<file path="src/fla_pkg.sv">
`default_nettype none

package fla_pkg;

   // field widths fixed by the interface
   localparam int ENTRY_W = 10;
   localparam int ACT_W   = 2;
   localparam int STS_W   = 2;

   // action codes (code 3 is unused and answers ok with no state change)
   localparam logic [ACT_W-1:0] ACT_TAKE    = 2'd0;
   localparam logic [ACT_W-1:0] ACT_RETURN  = 2'd1;
   localparam logic [ACT_W-1:0] ACT_RESERVE = 2'd2;

   // status codes
   localparam logic [STS_W-1:0] STS_OK   = 2'd0;
   localparam logic [STS_W-1:0] STS_FULL = 2'd1;
   localparam logic [STS_W-1:0] STS_BAD  = 2'd2;

   // controller to datapath commands
   typedef struct packed {
      logic load_req;   // capture the request, start the link read
      logic execute;    // commit the state update, load the result register
   } ctl_cmd_type;

endpackage

`default_nettype wire

</file>
<file path="src/fla_ctrl.sv">
`default_nettype none

module fla_ctrl (
   input  wire                  clock,
   input  wire                  reset,
   input  wire                  req_tvalid,
   output logic                 req_tready,
   output logic                 rsp_tvalid,
   input  wire                  rsp_tready,
   output fla_pkg::ctl_cmd_type cmd
);
   import fla_pkg::*;

   typedef enum logic [1:0] {
      S_IDLE = 2'b01,
      S_EXEC = 2'b10
   } state_type;

   state_type state_ff, state_in;
   logic      rsp_valid_ff, rsp_valid_in;

   always_comb begin
      cmd          = '0;
      state_in     = state_ff;
      rsp_valid_in = rsp_valid_ff & ~rsp_tready;
      req_tready   = 1'b0;
      case (state_ff)
         S_IDLE: begin
            req_tready = 1'b1;
            if (req_tvalid) begin
               cmd.load_req = 1'b1;
               state_in     = S_EXEC;
            end
         end
         S_EXEC: begin
            // wait for the result register to drain before committing
            if (!rsp_valid_ff || rsp_tready) begin
               cmd.execute  = 1'b1;
               rsp_valid_in = 1'b1;
               state_in     = S_IDLE;
            end
         end
         default: begin
            state_in = S_IDLE;
         end
      endcase
   end

   always_ff @(posedge clock) begin
      if (reset) begin
         state_ff     <= S_IDLE;
         rsp_valid_ff <= 1'b0;
      end else begin
         state_ff     <= state_in;
         rsp_valid_ff <= rsp_valid_in;
      end
   end

   assign rsp_tvalid = rsp_valid_ff;

`ifndef NO_ASSERTIONS
   a_accept_to_exec: assert property (@(posedge clock) disable iff (reset)
      (req_tvalid && req_tready) |=> (state_ff == S_EXEC))
      else $error("accepted request did not enter execute");

   a_exec_no_overwrite: assert property (@(posedge clock) disable iff (reset)
      cmd.execute |-> (!rsp_valid_ff || rsp_tready))
      else $error("result register overwritten before transfer");

   a_exec_gives_result: assert property (@(posedge clock) disable iff (reset)
      cmd.execute |=> (rsp_tvalid && state_ff == S_IDLE))
      else $error("execute did not present a result");
`endif

endmodule

`default_nettype wire

</file>
<file path="config.mk">
export PLATFORM = sky130hd
export DESIGN_NAME = fla_ctrl
export DESIGN_NICKNAME = d
export VERILOG_FILES = /design/src/fla_pkg.sv /design/src/fla_ctrl.sv
export SDC_FILE = /design/constraint.sdc
export NUM_CORES = 1
export LEC_CHECK = 0
export BUFFER_PORTS_ARGS = -buffer_cell sky130_fd_sc_hd__buf_2
export CORE_AREA = 2 2 39 41
export DETAILED_ROUTE_END_ITERATION = 6
export DIE_AREA = 0 0 41 43
export SYNTH_ARGS = -nofsm -noshare
export SYNTH_HDL_FRONTEND = slang
export SYNTH_SLANG_ARGS = --single-unit
</file>
<file path="constraint.sdc">
create_clock -name clock -period 2.18 [get_ports clock]
set_input_delay 0.109 -clock clock [delete_from_list [all_inputs] [get_ports clock]]
set_output_delay 0.109 -clock clock [all_outputs]
set_load 0.02 [all_outputs]
</file>
# Word-level counts from Yosys, hierarchy flattened
# Cells that the tools add are included.
# totals
ff_bits	3
out_inout_bits	4
word_cells	21
# op_classes
n_eq_ne	4
muxes	10
bitwise_logic	2
n_reduce_logical	3
# op_table
op	n
$mux W1	7
$mux W2	2
$ne A2 B2 Y1 const B	2
$pmux W2 S2	1
$eq A2 B1 Y1 const B	1
$eq A2 B2 Y1 const B	1
$reduce_and A2 Y1	1
$and A1 B1 Y1	1
$logic_not A1 Y1	1
$logic_or A1 B1 Y1	1
$not A1 Y1	1

# Depth between registers and ports, before layout
# logic_depth
ltp_word	4
depth_mapped	2
mapped_depth_nobuf	2

# Worst setup path before layout
# No wires, ideal clock.
# synth_timing
path_kind	flip-flop to output port
from	register rsp_valid_ff, in the netlist rsp_tvalid
to	output cmd[0] (netlist name)
arrival_ps	804
required_time_ps	2071
setup_slack_ps	1267
path_stages_with_launch	3
n_path_buf	0
path_cell_list	dfxtp_1 nand2b_1 nor2b_1
# synth_rtl
element	line_no	text
from (decl)	fla_ctrl.sv:20	logic rsp_valid_ff, rsp_valid_in;
from (signal assigned)	fla_ctrl.sv:55	rsp_valid_ff <= rsp_valid_in;
to (decl)	fla_ctrl.sv:10	output fla_pkg::ctl_cmd_type cmd

==> qor.yml <==
grt_antenna_before_repair: 0
syn_to_final_growth_pct: 63.1
coreArea_um2: 1380
fin_total_pwr_w: 0.000176
mostFrequentLayoutCell: "buf_2"
power_leakage_nw: 0.103
io_pins: 8
dieHeight_um: 43
yosysSeqAreaShare: 0.466
avgSynthCellArea_um2: 10.7
worstPathCellList: "and3b_1 -> buf_2"
clk_latency_ns: 0.23
synth.distinct_cells: 8
cts.reportedPaths.clkPinSlew_ns: 0.04
cp_slowest_cell: "dfxtp_1"
viasPerCell: 3.28
relSlewSlack: 0.925
cts_tree: "yes"
ys_ff_latch: 3
synth_area_um2: 129
syn_nets: 16
layout-drive-gt1-share: 0.478
ys_warn_count: 0
pre_cts_ws_ns: 1.34
start_util: 0.0931
nFillCells: 162
syn_inst: 12
cts-root-buf: "clkbuf_4"
fmax_mhz: 919
worst_pin_slew_ns: 0.113
cts_resized: 0
fin_area_um2: 210
finalClockSkew_ns: 0.000819
clock_path_buffers: 2
postCtsHoldBufs: 0
setup_viol: 0
gp_congestion: 0.435
cap_viol_max_count: 0
fin_nets: 28
antenna_cells: 0
cp.arrival_ns: 0.98
fin_ws_ns: 1.09
overflow: 0
track_usage: 0.0502
fin_util: 0.152
critPathMaxFanout: 4
crit_type: "flip-flop to output pin"
finalWirelength_um: 278
final-max-slew-violation-count: 0
fp-row-count: 14
holdCritPathClass: "input port to flip-flop"
rsz0062_at_grt: "false"
finalSetupTns_ns: 0
clock-sinks: 3
powerDensity_nw_per_um2: 839
via_count: 128
htree_num_levels: 1
place.port_buffers: 7
cts_buffers: 3
layout_common_cells: "buf_2 (7), clkbuf_4 (3), dfxtp_1 (3)"
cp-end-kind: "output pin"
die_x_um: 41
ant_nets: 0
cpPeakStageDelay_ns: 0.32
remaining_drc_errors: 0
cp-start-kind: "flip-flop"
status: "finished, final reports clean"
crit_buf_inv: 1
layout_worst_path_cycle_share: 0.499
grt_pass1_vias: 110
grt_pass1_wl_um: 407
peakVddDrop_v: 0.000103
cts_setup_buffers: 0
dpl_cell_area_um2: 184
hold_viol: 0
post_drt_wl_per_cell_um: 7.13
fin_crit_ns: 1.09
grt_max_degree: 5
first_pass_iters: 1
drtIter0Drc: 0
cp_data_required_time_ns: 2.07
critPathTopFamily: "flip-flops"
die_area_um2: 1760
==> flip-flops by register name (all words and copies together), names as in the netlist <==
name	cells
state_ff	2
rsp_tvalid	1
==> cell families after synthesis <==
family,Yosys count,synth area share
AND/OR/NAND/NOR,6,0.359
flip-flops,3,0.466
AO/OA/AOI/OAI,3,0.175
==> routing by layer <==
layer	track usage	vias to the layer above	routed length, um
met2	0.0469	8	123
met1	0.0256	53	106
met3	0.0471	2	29
li1	-	65	-
met5	0	-	0
met4	0.120	0	19
==> cell usage after synthesis (all sizes together) <==
master	instances	area [um^2]
nand2b	2	12.5
o21bai	1	7.51
dfxtp	3	60.1
a21oi	1	5.00
and4bb	1	12.5
nor2b	2	12.5
and3b	1	8.76
o21ba	1	10.0
==> layout make-up <==
type | instances | area [um^2] | share of cell area
multi-input combinational | 9 | 68.8 | 0.327
sequential | 3 | 60.1 | 0.286
timing repair buffer | 7 | 35.0 | 0.167
tap | 16 | 20.0 | 0.0952
clock buffer | 4 | 26.3 | 0.125
==> report_power, final <==
part | switching (W) | internal, W | leakage (nW)
combinational | 0.0000103 | 0.00000941 | 0.0631
clock | 0.0000283 | 0.0000686 | 0.0150
sequential | 0.00000192 | 0.0000579 | 0.0246
==> final timing paths <==
check,start,end,slack [ns],depth (start not counted)
min,reset,rsp_tvalid,0.07,2
min reg2reg,rsp_tvalid,rsp_tvalid,0.50,2
max,state_ff[1],cmd[1],1.09,2
max reg2reg,state_ff[1],state_ff[1],1.33,2
==> stage by stage <==
step                hold WS (ns)  std cells
floorplan                  0.178         12
detailed placement         0.311         35
global placement           0.303         35
finish                    0.0695         39
global route              0.0716         39
CTS                       0.0623         39
No activity file was read; power rests on OpenSTA's default activity.
